--- src/rtl/core/liquid_level_interlock_alarm_assert.svh ---
// ----------------------------------------------------------------------------
// Liquid level interlock alarm assertion macros
// Concurrent assertion helpers, compiled out when ASSERT_OFF is defined.
// ----------------------------------------------------------------------------
`ifndef LIQUID_LEVEL_INTERLOCK_ALARM_ASSERT_SVH
`define LIQUID_LEVEL_INTERLOCK_ALARM_ASSERT_SVH
`ifndef ASSERT_OFF
`define LLIA_ASSERT_IMP(label, clk, rst_n, ante, cons, msg) \
	label: assert property (@(posedge clk) disable iff (!rst_n) (ante) |-> (cons)) \
		else $error(msg);
`define LLIA_ASSERT_NXT(label, clk, rst_n, ante, cons, msg) \
	label: assert property (@(posedge clk) disable iff (!rst_n) (ante) |=> (cons)) \
		else $error(msg);
`else
`define LLIA_ASSERT_IMP(label, clk, rst_n, ante, cons, msg)
`define LLIA_ASSERT_NXT(label, clk, rst_n, ante, cons, msg)
`endif
`endif

--- src/rtl/core/llia_pkg.sv ---
// ----------------------------------------------------------------------------
// Liquid level interlock alarm package
// Shared constants, register indexes, alarm mode codes and payload types.
// ----------------------------------------------------------------------------
package llia_pkg;

	localparam int LONG_COUNT_BITS_DEF  = 24;
	localparam int SHORT_COUNT_BITS_DEF = 16;
	localparam int PHASE_BITS           = 5;
	localparam int CFG_INDEX_BITS       = 3;
	localparam int CFG_DATA_BITS        = 24;

	localparam logic [CFG_INDEX_BITS-1:0] REG_DEBOUNCE     = 3'd0;
	localparam logic [CFG_INDEX_BITS-1:0] REG_FIRST_IVL    = 3'd1;
	localparam logic [CFG_INDEX_BITS-1:0] REG_LATER_IVL    = 3'd2;
	localparam logic [CFG_INDEX_BITS-1:0] REG_EARLY_PHASES = 3'd3;
	localparam logic [CFG_INDEX_BITS-1:0] REG_DRY_ALARM    = 3'd4;
	localparam logic [CFG_INDEX_BITS-1:0] REG_ALARM_LENGTH = 3'd5;
	localparam logic [CFG_INDEX_BITS-1:0] REG_BEEP_HALF    = 3'd6;

	localparam logic [15:0] DEBOUNCE_RST     = 16'd1000;
	localparam logic [23:0] FIRST_IVL_RST    = 24'd30000;
	localparam logic [23:0] LATER_IVL_RST    = 24'd60000;
	localparam logic [3:0]  EARLY_PHASES_RST = 4'd5;
	localparam logic [23:0] DRY_ALARM_RST    = 24'd300000;
	localparam logic [23:0] ALARM_LENGTH_RST = 24'd180000;
	localparam logic [15:0] BEEP_HALF_RST    = 16'd1000;

	localparam logic [1:0] MODE_IDLE   = 2'd0;
	localparam logic [1:0] MODE_ACTIVE = 2'd1;
	localparam logic [1:0] MODE_SILENT = 2'd2;

	typedef struct packed {
		logic level_pin;
		logic flow_pin;
	} tick_t;

	typedef struct packed {
		logic liquid_ok;
		logic dry_fault;
		logic flow_ok;
		logic cooling_ok;
		logic alarm_on;
		logic buzzer;
	} result_t;

	typedef struct packed {
		logic [CFG_INDEX_BITS-1:0] index;
		logic [CFG_DATA_BITS-1:0]  value;
	} cfg_req_t;

	typedef struct packed {
		logic [15:0] debounce_ticks;
		logic [23:0] first_interval_ticks;
		logic [23:0] later_interval_ticks;
		logic [3:0]  early_phase_count;
		logic [23:0] dry_alarm_ticks;
		logic [23:0] alarm_length_ticks;
		logic [15:0] beep_half_period_ticks;
	} cfg_regs_t;

endpackage

--- src/rtl/core/llia_chan_if.sv ---
// ----------------------------------------------------------------------------
// Liquid level interlock alarm channel
// Valid/ready channel carrying one request payload of a chosen type.
// ----------------------------------------------------------------------------
interface llia_chan_if #(
	parameter type payload_t = logic
) ();
	logic     valid;
	logic     ready;
	payload_t data;

	modport source (output valid, output data, input ready);
	modport sink (input valid, input data, output ready);
endinterface

--- src/rtl/core/liquid_level_interlock_alarm.sv ---
// ----------------------------------------------------------------------------
// Liquid level interlock alarm
// Pipeline: an accepted tick is held in the input register, then its result in
// the result register, which offers it. Throughput: one tick per cycle while
// the sink takes results. While a finished result waits for the sink, the
// input register takes one more tick and then holds off further ticks.
// Reset: arst_n clears all counters and flags, opens a detect window and
// loads the register defaults; the block is ready right after reset.
// ----------------------------------------------------------------------------
`include "liquid_level_interlock_alarm_assert.svh"

module liquid_level_interlock_alarm #(
	parameter int LONG_COUNT_BITS  = llia_pkg::LONG_COUNT_BITS_DEF,
	parameter int SHORT_COUNT_BITS = llia_pkg::SHORT_COUNT_BITS_DEF
) (
	input  logic         clk,
	input  logic         arst_n,
	llia_chan_if.sink    cfg,
	llia_chan_if.sink    tick_in,
	llia_chan_if.source  result_out
);
	import llia_pkg::*;

	cfg_regs_t cfg_q;
	cfg_req_t  cfg_req;
	tick_t     tick_s1;
	logic      valid_s1;
	result_t   result_s2;
	logic      valid_s2;
	logic      advance;
	logic      liquid_ok_n;
	logic      dry_fault_n;
	logic      flow_ok_n;
	logic      alarm_on_n;
	logic      buzzer_n;

	assign cfg_req   = cfg.data;
	assign cfg.ready = 1'b1;

	always_ff @(posedge clk or negedge arst_n) begin
		if (!arst_n) begin
			cfg_q.debounce_ticks         <= DEBOUNCE_RST;
			cfg_q.first_interval_ticks   <= FIRST_IVL_RST;
			cfg_q.later_interval_ticks   <= LATER_IVL_RST;
			cfg_q.early_phase_count      <= EARLY_PHASES_RST;
			cfg_q.dry_alarm_ticks        <= DRY_ALARM_RST;
			cfg_q.alarm_length_ticks     <= ALARM_LENGTH_RST;
			cfg_q.beep_half_period_ticks <= BEEP_HALF_RST;
		end else if (cfg.valid) begin
			case (cfg_req.index)
				REG_DEBOUNCE:     cfg_q.debounce_ticks         <= cfg_req.value[15:0];
				REG_FIRST_IVL:    cfg_q.first_interval_ticks   <= cfg_req.value;
				REG_LATER_IVL:    cfg_q.later_interval_ticks   <= cfg_req.value;
				REG_EARLY_PHASES: cfg_q.early_phase_count      <= cfg_req.value[3:0];
				REG_DRY_ALARM:    cfg_q.dry_alarm_ticks        <= cfg_req.value;
				REG_ALARM_LENGTH: cfg_q.alarm_length_ticks     <= cfg_req.value;
				REG_BEEP_HALF:    cfg_q.beep_half_period_ticks <= cfg_req.value[15:0];
				default: begin
				end
			endcase
		end
	end

	assign advance       = valid_s1 && (!valid_s2 || result_out.ready);
	assign tick_in.ready = !valid_s1 || advance;

	always_ff @(posedge clk or negedge arst_n) begin
		if (!arst_n) begin
			valid_s1 <= 1'b0;
			valid_s2 <= 1'b0;
		end else begin
			if (tick_in.valid && tick_in.ready) begin
				valid_s1 <= 1'b1;
			end else if (advance) begin
				valid_s1 <= 1'b0;
			end
			if (advance) begin
				valid_s2 <= 1'b1;
			end else if (result_out.ready) begin
				valid_s2 <= 1'b0;
			end
		end
	end

	always_ff @(posedge clk) begin
		if (tick_in.valid && tick_in.ready) begin
			tick_s1 <= tick_in.data;
		end
		if (advance) begin
			result_s2.liquid_ok  <= liquid_ok_n;
			result_s2.dry_fault  <= dry_fault_n;
			result_s2.flow_ok    <= flow_ok_n;
			result_s2.cooling_ok <= liquid_ok_n && !dry_fault_n && flow_ok_n;
			result_s2.alarm_on   <= alarm_on_n;
			result_s2.buzzer     <= buzzer_n;
		end
	end

	llia_level #(
		.LONG_COUNT_BITS  (LONG_COUNT_BITS),
		.SHORT_COUNT_BITS (SHORT_COUNT_BITS)
	) u_level (
		.clk         (clk),
		.arst_n      (arst_n),
		.step        (advance),
		.wet         (!tick_s1.level_pin),
		.cfg         (cfg_q),
		.liquid_ok_n (liquid_ok_n),
		.dry_fault_n (dry_fault_n)
	);

	llia_flow #(
		.SHORT_COUNT_BITS (SHORT_COUNT_BITS)
	) u_flow (
		.clk        (clk),
		.arst_n     (arst_n),
		.step       (advance),
		.flow_valid (!tick_s1.flow_pin),
		.cfg        (cfg_q),
		.flow_ok_n  (flow_ok_n)
	);

	llia_alarm #(
		.LONG_COUNT_BITS  (LONG_COUNT_BITS),
		.SHORT_COUNT_BITS (SHORT_COUNT_BITS)
	) u_alarm (
		.clk        (clk),
		.arst_n     (arst_n),
		.step       (advance),
		.liquid_ok  (liquid_ok_n),
		.cfg        (cfg_q),
		.alarm_on_n (alarm_on_n),
		.buzzer_n   (buzzer_n)
	);

	assign result_out.valid = valid_s2;
	assign result_out.data  = result_s2;

	`LLIA_ASSERT_IMP(a_buzzer_needs_alarm, clk, arst_n, valid_s2 && result_s2.buzzer, result_s2.alarm_on, "Buzzer sounds without an active alarm.")
	`LLIA_ASSERT_IMP(a_ok_fault_exclusive, clk, arst_n, valid_s2, !(result_s2.liquid_ok && result_s2.dry_fault), "Liquid OK and dry fault are both set.")
	`LLIA_ASSERT_NXT(a_s1_holds_on_stall, clk, arst_n, valid_s1 && !advance, valid_s1 && $stable(tick_s1), "Input stage lost a stalled tick.")
endmodule

--- src/rtl/core/llia_level.sv ---
// ----------------------------------------------------------------------------
// Liquid level interlock level qualifier
// Debounces the level pin inside detect windows, counts phases and times the
// wait between windows.
// ----------------------------------------------------------------------------
module llia_level #(
	parameter int LONG_COUNT_BITS  = 24,
	parameter int SHORT_COUNT_BITS = 16
) (
	input  logic                clk,
	input  logic                arst_n,
	input  logic                step,
	input  logic                wet,
	input  llia_pkg::cfg_regs_t cfg,
	output logic                liquid_ok_n,
	output logic                dry_fault_n
);
	import llia_pkg::*;

	localparam logic [31:0] LONG_MAX = 32'((64'd1 << LONG_COUNT_BITS) - 64'd1);
	localparam logic [SHORT_COUNT_BITS-1:0] S_ONE = 1;
	localparam logic [LONG_COUNT_BITS-1:0]  L_ONE = 1;
	localparam logic [PHASE_BITS-1:0]       P_ONE = 1;

	logic [SHORT_COUNT_BITS-1:0] wet_run_q, wet_run_n;
	logic [SHORT_COUNT_BITS-1:0] dry_run_q, dry_run_n;
	logic                        ok_q, ok_n;
	logic                        fault_q, fault_n;
	logic                        window_q, window_n;
	logic [LONG_COUNT_BITS-1:0]  wait_q, wait_n;
	logic [PHASE_BITS-1:0]       phase_q, phase_n;
	logic                        close;
	logic [23:0]                 ivl;
	logic [31:0]                 ivl32;

	always_comb begin
		wet_run_n = wet_run_q;
		dry_run_n = dry_run_q;
		ok_n      = ok_q;
		fault_n   = fault_q;
		window_n  = window_q;
		wait_n    = wait_q;
		phase_n   = phase_q;
		close     = 1'b0;
		ivl       = cfg.first_interval_ticks;
		ivl32     = 32'(ivl);
		if (window_q) begin
			if (wet) begin
				wet_run_n = (wet_run_q == '1) ? wet_run_q : wet_run_q + S_ONE;
				dry_run_n = '0;
				close     = 32'(wet_run_n) >= 32'(cfg.debounce_ticks);
			end else begin
				dry_run_n = (dry_run_q == '1) ? dry_run_q : dry_run_q + S_ONE;
				wet_run_n = '0;
				close     = 32'(dry_run_n) >= 32'(cfg.debounce_ticks);
			end
			if (close) begin
				ok_n     = wet;
				fault_n  = !wet;
				window_n = 1'b0;
				phase_n  = (phase_q == '1) ? phase_q : phase_q + P_ONE;
				ivl      = (phase_n <= {1'b0, cfg.early_phase_count}) ?
					cfg.first_interval_ticks : cfg.later_interval_ticks;
				ivl32    = 32'(ivl);
				wait_n   = (ivl32 > LONG_MAX) ? LONG_MAX[LONG_COUNT_BITS-1:0] :
					ivl32[LONG_COUNT_BITS-1:0];
			end
		end else if (wait_q <= L_ONE) begin
			wait_n    = '0;
			window_n  = 1'b1;
			wet_run_n = '0;
			dry_run_n = '0;
		end else begin
			wait_n = wait_q - L_ONE;
		end
	end

	always_ff @(posedge clk or negedge arst_n) begin
		if (!arst_n) begin
			wet_run_q <= '0;
			dry_run_q <= '0;
			ok_q      <= 1'b0;
			fault_q   <= 1'b0;
			window_q  <= 1'b1;
			wait_q    <= '0;
			phase_q   <= '0;
		end else if (step) begin
			wet_run_q <= wet_run_n;
			dry_run_q <= dry_run_n;
			ok_q      <= ok_n;
			fault_q   <= fault_n;
			window_q  <= window_n;
			wait_q    <= wait_n;
			phase_q   <= phase_n;
		end
	end

	assign liquid_ok_n = ok_n;
	assign dry_fault_n = fault_n;
endmodule

--- src/rtl/core/llia_flow.sv ---
// ----------------------------------------------------------------------------
// Liquid level interlock flow debouncer
// Debounces the flow pin on every tick with saturating run counters.
// ----------------------------------------------------------------------------
module llia_flow #(
	parameter int SHORT_COUNT_BITS = 16
) (
	input  logic                clk,
	input  logic                arst_n,
	input  logic                step,
	input  logic                flow_valid,
	input  llia_pkg::cfg_regs_t cfg,
	output logic                flow_ok_n
);
	import llia_pkg::*;

	localparam logic [SHORT_COUNT_BITS-1:0] S_ONE = 1;

	logic [SHORT_COUNT_BITS-1:0] on_run_q, on_run_n;
	logic [SHORT_COUNT_BITS-1:0] off_run_q, off_run_n;
	logic                        flag_q, flag_n;

	always_comb begin
		on_run_n  = on_run_q;
		off_run_n = off_run_q;
		flag_n    = flag_q;
		if (flow_valid) begin
			on_run_n  = (on_run_q == '1) ? on_run_q : on_run_q + S_ONE;
			off_run_n = '0;
			if (32'(on_run_n) >= 32'(cfg.debounce_ticks)) begin
				flag_n = 1'b1;
			end
		end else begin
			off_run_n = (off_run_q == '1) ? off_run_q : off_run_q + S_ONE;
			on_run_n  = '0;
			if (32'(off_run_n) >= 32'(cfg.debounce_ticks)) begin
				flag_n = 1'b0;
			end
		end
	end

	always_ff @(posedge clk or negedge arst_n) begin
		if (!arst_n) begin
			on_run_q  <= '0;
			off_run_q <= '0;
			flag_q    <= 1'b0;
		end else if (step) begin
			on_run_q  <= on_run_n;
			off_run_q <= off_run_n;
			flag_q    <= flag_n;
		end
	end

	assign flow_ok_n = flag_n;
endmodule

--- src/rtl/core/llia_alarm.sv ---
// ----------------------------------------------------------------------------
// Liquid level interlock dry-running alarm
// Times the absence of liquid, then sounds a toggling buzzer for a set length
// and holds a silent alarm until liquid returns.
// ----------------------------------------------------------------------------
module llia_alarm #(
	parameter int LONG_COUNT_BITS  = 24,
	parameter int SHORT_COUNT_BITS = 16
) (
	input  logic                clk,
	input  logic                arst_n,
	input  logic                step,
	input  logic                liquid_ok,
	input  llia_pkg::cfg_regs_t cfg,
	output logic                alarm_on_n,
	output logic                buzzer_n
);
	import llia_pkg::*;

	localparam logic [SHORT_COUNT_BITS-1:0] S_ONE = 1;
	localparam logic [LONG_COUNT_BITS-1:0]  L_ONE = 1;

	logic [LONG_COUNT_BITS-1:0]  dry_time_q, dry_time_n;
	logic [LONG_COUNT_BITS-1:0]  alarm_time_q, alarm_time_n;
	logic [SHORT_COUNT_BITS-1:0] beep_time_q, beep_time_n;
	logic                        beep_level_q, beep_level_n;
	logic [1:0]                  mode_q, mode_n;

	always_comb begin
		dry_time_n   = dry_time_q;
		alarm_time_n = alarm_time_q;
		beep_time_n  = beep_time_q;
		beep_level_n = beep_level_q;
		mode_n       = mode_q;
		if (liquid_ok) begin
			dry_time_n = '0;
			if (mode_q != MODE_IDLE) begin
				mode_n       = MODE_IDLE;
				alarm_time_n = '0;
				beep_time_n  = '0;
				beep_level_n = 1'b0;
			end
		end else begin
			dry_time_n = (dry_time_q == '1) ? dry_time_q : dry_time_q + L_ONE;
			if (mode_q == MODE_IDLE && 32'(dry_time_n) >= 32'(cfg.dry_alarm_ticks)) begin
				mode_n       = MODE_ACTIVE;
				alarm_time_n = '0;
				beep_time_n  = '0;
				beep_level_n = 1'b1;
			end
		end
		if (mode_n == MODE_ACTIVE) begin
			beep_time_n = (beep_time_n == '1) ? beep_time_n : beep_time_n + S_ONE;
			if (32'(beep_time_n) >= 32'(cfg.beep_half_period_ticks)) begin
				beep_time_n  = '0;
				beep_level_n = !beep_level_n;
			end
			alarm_time_n = (alarm_time_n == '1) ? alarm_time_n : alarm_time_n + L_ONE;
			if (32'(alarm_time_n) >= 32'(cfg.alarm_length_ticks)) begin
				mode_n       = MODE_SILENT;
				beep_level_n = 1'b0;
			end
		end
	end

	always_ff @(posedge clk or negedge arst_n) begin
		if (!arst_n) begin
			dry_time_q   <= '0;
			alarm_time_q <= '0;
			beep_time_q  <= '0;
			beep_level_q <= 1'b0;
			mode_q       <= MODE_IDLE;
		end else if (step) begin
			dry_time_q   <= dry_time_n;
			alarm_time_q <= alarm_time_n;
			beep_time_q  <= beep_time_n;
			beep_level_q <= beep_level_n;
			mode_q       <= mode_n;
		end
	end

	assign alarm_on_n = (mode_n != MODE_IDLE);
	assign buzzer_n   = beep_level_n;
endmodule

--- src/flat_wrapper.sv ---
// flat-port wrapper written by rule: the top's interface ports become plain ports
module liquid_level_interlock_alarm_flat import llia_pkg::*;
#(
	parameter int LONG_COUNT_BITS  = llia_pkg::LONG_COUNT_BITS_DEF,
	parameter int SHORT_COUNT_BITS = llia_pkg::SHORT_COUNT_BITS_DEF
)
  (clk, arst_n, cfg_valid, cfg_data, cfg_ready, tick_in_valid, tick_in_data, tick_in_ready, result_out_valid, result_out_data, result_out_ready);
  llia_chan_if #(.payload_t(cfg_req_t)) cfg_i ();
  llia_chan_if #(.payload_t(tick_t)) tick_in_i ();
  llia_chan_if #(.payload_t(result_t)) result_out_i ();
  input  logic clk;
  input  logic arst_n;
  input wire logic [$bits(cfg_i.valid)-1:0] cfg_valid;
  input wire logic [$bits(cfg_i.data)-1:0] cfg_data;
  output wire logic [$bits(cfg_i.ready)-1:0] cfg_ready;
  input wire logic [$bits(tick_in_i.valid)-1:0] tick_in_valid;
  input wire logic [$bits(tick_in_i.data)-1:0] tick_in_data;
  output wire logic [$bits(tick_in_i.ready)-1:0] tick_in_ready;
  output wire logic [$bits(result_out_i.valid)-1:0] result_out_valid;
  output wire logic [$bits(result_out_i.data)-1:0] result_out_data;
  input wire logic [$bits(result_out_i.ready)-1:0] result_out_ready;
  assign cfg_i.valid = cfg_valid;
  assign cfg_i.data = cfg_data;
  assign cfg_ready = cfg_i.ready;
  assign tick_in_i.valid = tick_in_valid;
  assign tick_in_i.data = tick_in_data;
  assign tick_in_ready = tick_in_i.ready;
  assign result_out_valid = result_out_i.valid;
  assign result_out_data = result_out_i.data;
  assign result_out_i.ready = result_out_ready;
  liquid_level_interlock_alarm #(.LONG_COUNT_BITS(LONG_COUNT_BITS), .SHORT_COUNT_BITS(SHORT_COUNT_BITS)) u_core (.clk(clk), .arst_n(arst_n), .cfg(cfg_i), .tick_in(tick_in_i), .result_out(result_out_i));
endmodule
--- config.mk ---
export PLATFORM = sky130hd
export DESIGN_NAME = liquid_level_interlock_alarm_flat
export DESIGN_NICKNAME = d
export VERILOG_FILES = /design/src/rtl/core/llia_pkg.sv /design/src/rtl/core/llia_chan_if.sv /design/src/rtl/core/liquid_level_interlock_alarm.sv /design/src/rtl/core/llia_level.sv /design/src/rtl/core/llia_flow.sv /design/src/rtl/core/llia_alarm.sv /design/src/flat_wrapper.sv
export VERILOG_INCLUDE_DIRS = /design/src /design/src/rtl/core
export SDC_FILE = /design/constraint.sdc
export NUM_CORES = 1
export LEC_CHECK = 0
export BUFFER_PORTS_ARGS = -buffer_cell sky130_fd_sc_hd__buf_2
export CORE_MARGIN = 1.5
export CORE_UTILIZATION = 25
export DETAILED_ROUTE_END_ITERATION = 10
export GPL_TIMING_DRIVEN = 0
export SETUP_SLACK_MARGIN = 0.02
export SLEW_MARGIN = 20
export SYNTH_ARGS = -nofsm -noshare
export SYNTH_HDL_FRONTEND = slang
export SYNTH_HIERARCHICAL = 1
export SYNTH_SLANG_ARGS = --single-unit
--- constraint.sdc ---
create_clock -name clk -period 11 [get_ports clk]
set_input_delay 1.1 -clock clk [delete_from_list [all_inputs] [get_ports clk]]
set_output_delay 1.1 -clock clk [all_outputs]
set_load 0.02 [all_outputs]
==> reports/qor.yml <==
run_status:
  status: "completed"
place:
  gp_congestion: 0.857
  place_area_sq_mm: 0.0219
  dp_hpwl_microns: 41200
  pre_cts_ws_ns: 0.840
  portBuffers: 40
critical_path:
  crit_path_end: "u_core/u_alarm/beep_level_q"
  crit_path_start_kind: "flop"
  rr_worst_depth: 34
  r2r-end: "u_core/u_alarm/beep_level_q"
  rrSetupSlack_ns: 1.0
  worstSetupPathType: "reg -> reg"
  crit_arrival_ns: 10.53
  reg2reg_from: "u_core/u_level/dry_run_q[1]"
  crit_fanout: 10
  slowest_stage: "o21ai_1"
  startpoint: "u_core/u_level/dry_run_q[1]"
  cp.required_ns: 11.52
  worstSetupEndpointType: "flop"
  max_stage_delay_ns: 0.69
cts:
  cts-hold-fix-buffers: 0
  cts-root-buf: "clkbuf_16"
  cts_num_sinks: 306
  clockBufferDepth: 3
  cts_tree: "done"
  insertion_delay_ns: 0.58
  ctsHtreeMaxLevel: 2
  numCtsBuffers: 38
  clk_pin_slew_ns: 0.06
grt:
  use_met2_pct: 20.7
  grt_pass1_wl_microns: 89000
  use_met3_pct: 1.64
  gr-total-overflow: 0
  grt_busiest_layer: "met2"
  antenna_found_initial: 6
  grt_pass1_vias: 15600
  track_usage_pct: 13.5
  grt_max_degree: 96
  use_met1_pct: 19.7
floorplan:
  num_rows: 104
  design.die.area_sq_mm: 0.0830
  ios: 43
  fp.dieH_microns: 288
  core-area_sq_mm: 0.0805
  start_util_pct: 25.2
  chipWidth_microns: 288
timing:
  setup-tns-final_ns: 0
  rsz0062_at_grt: "false"
  slew_headroom_pct: 36.2
  slew_violations: 0
  hold_viol_final: 0
  setup_viol: 0
  worst_slew_pin_slew_ns: 0.948
  min_period_over_period_pct: 91.0
  finalClockSkew_ns: 0.0372
  max_freq_ghz: 0.100
  fin_crit_ns: 10.00
  setup_slack_ns: 0.995
drt:
  drtIter0Drc: 1117
  routed_wl_microns: 56200
  drc: 0
  route.vias.total: 16500
  drtAntennaViolNets: 0
  routedWlPerCell_microns: 17.1
  dr.pass1.iters: 7
  viasPerCell: 5.01
synth:
  yosys-top-cells-count: "dfrtp_1 (252), mux2_2 (164), nor2_1 (158)"
  yosys.area.top_type: "dfrtp_1"
  synth-seq-cells: 306
  ys_warn_count: 6
  yosys.area.top_type_share_pct: 31.0
  synth_most_common_cell: "dfrtp_1"
  postSynthCellCount: 2111
  syn_area_sq_mm: 0.0203
  syn-num-nets: 2287
  avgSynthCellArea_sq_um: 9.63
  synth_edf_count: 8
  post_synth_num_cell_types: 106
  ys_async_sr_fraction_pct: 97.4
  seq_area_frac_synth_pct: 38.2
  ys_top_cells_by_area: "dfrtp_1 (31%), mux2_2 (9.1%), ha_1 (8.7%)"
  ys.flop_type: "dfrtp_1"
layout:
  utilization_pct: 29.0
  n_antenna_cell: 0
  n_fill_cell: 8383
  areaGrowthSynthToFinish_pct: 14.9
  fin_nets: 2370
  final_layout_size_suffix_gt1_share_pct: 19.5
  fin_area_sq_mm: 0.0233
power:
  pwr_density_cell_mw_per_mm2: 181
  power_mw: 4.23
  power.leakage_nw: 10.1
  peakVddDrop_mv: 0.102
min_path:
  hp-class: "in -> async"
flow_run:
  drv_cap: 0
-- worst max-delay path: cells and delay by family, from the launching register on --
family	cells	cell delay (ns)
compound gates	12	3.56
buf+inv	3	0.76
xor+xnor	2	0.53
fa+ha+maj	4	0.96
mux	1	0.17
flops	1	0.43
simple gates	12	3.54
-- area by class of cell --
class	instances	area, sq um	share of cell area (%)
multi-input combinational	1569	11500	49.3
timing repair buffer	43	293	1.25
buffer	96	543	2.33
inverter	140	526	2.25
clock inverter	20	317	1.36
clock buffer	50	1080	4.62
sequential	306	7750	33.2
tap	1060	1330	5.68
-- worst min-delay path by stage --
stage	startpoint	endpoint	cells after the start	slack, ns
after floorplan	u_core/valid_s1	u_core/result_out.valid	1	0.45
after global placement	u_core/u_level/phase_q[4]	u_core/u_level/phase_q[4]	1	0.46
after detailed placement	u_core/u_level/phase_q[4]	u_core/u_level/phase_q[4]	1	0.47
after CTS	arst_n	u_core/u_flow/on_run_q[12]	1	0.48
after global routing	u_core/u_level/phase_q[4]	u_core/u_level/phase_q[4]	1	0.50
final	arst_n	u_core/u_flow/on_run_q[12]	1	0.47
-- through the flow --
stage | hold slack (ns) | instances
final | 0.472 | 3284
after global routing | 0.499 | 3284
after CTS | 0.477 | 3284
after detailed placement | 0.468 | 3214
after global placement | 0.463 | 3211
after floorplan | 0.449 | 2111
-- cell families (layout without fill, tap and decap cells) --
family,after synthesis,in the layout,share of synthesized area [%]
AO/OA/AOI/OAI,496,496,16.5
XOR/XNOR,107,107,4.61
adder cells (fa/ha/maj),142,142,8.74
buffers and inverters,236,349,5.26
flip-flops,306,306,38.2
multiplexers,201,201,10.9
other,1,1,0.0185
AND/OR/NAND/NOR,622,622,15.8
-- what timing repair did --
item | CTS | global route
gates resized for setup | 0 | 1
buffers inserted | 0 | 0
hold endpoints to repair | 0 | 0
setup endpoints to repair | 0 | 3
-- registers in the layout, summed over array words and instances (netlist names), 2 cells and up --
signal,flops
u_core/u_alarm/alarm_time_q,24
u_core/tick_s1,2
u_core/u_alarm/mode_q,2
u_core/u_level/phase_q,5
u_core/u_level/dry_run_q,16
u_core/u_level/wait_q,24
u_core/u_alarm/dry_time_q,24
u_core/u_flow/off_run_q,16
u_core/cfg_q,132
u_core/u_alarm/beep_time_q,16
u_core/u_flow/on_run_q,16
u_core/u_level/wet_run_q,16
u_core/result_out.data,6
-- metal layers --
layer | routed length (microns) | up-vias
met3 | 2490 | 73
met5 | 17 | -
met1 | 27600 | 8098
li1 | - | 7914
met4 | 1260 | 4
met2 | 24800 | 379
-- power breakdown --
part	total, mW	leakage (nW)	switching, mW	internal [mW]
sequential	1.52	3.76	0.162	1.36
combinational	1.31	5.70	0.768	0.545
clock	1.39	0.672	0.547	0.845
-- cell usage in the layout, fill, tap and decap left out, types with 17 or more instances in the layout --
master,instances
dfrtp_1,252
mux2_2,164
nor2_1,158
nand2_1,151
ha_1,142
inv_1,137
o21ai_0,113
a21oi_1,107
nand3_1,86
buf_2,69
xnor2_1,67
clkbuf_1,47
nand4_1,47
dfstp_2,46
a31oi_1,44
nor3_1,41
clkbuf_16,40
xor2_1,40
o2bb2ai_1,39
mux2i_1,36
and3_1,24
a22o_1,19
o31ai_1,18
o22ai_1,17
Note: power is estimated with default switching activity, not from simulation.
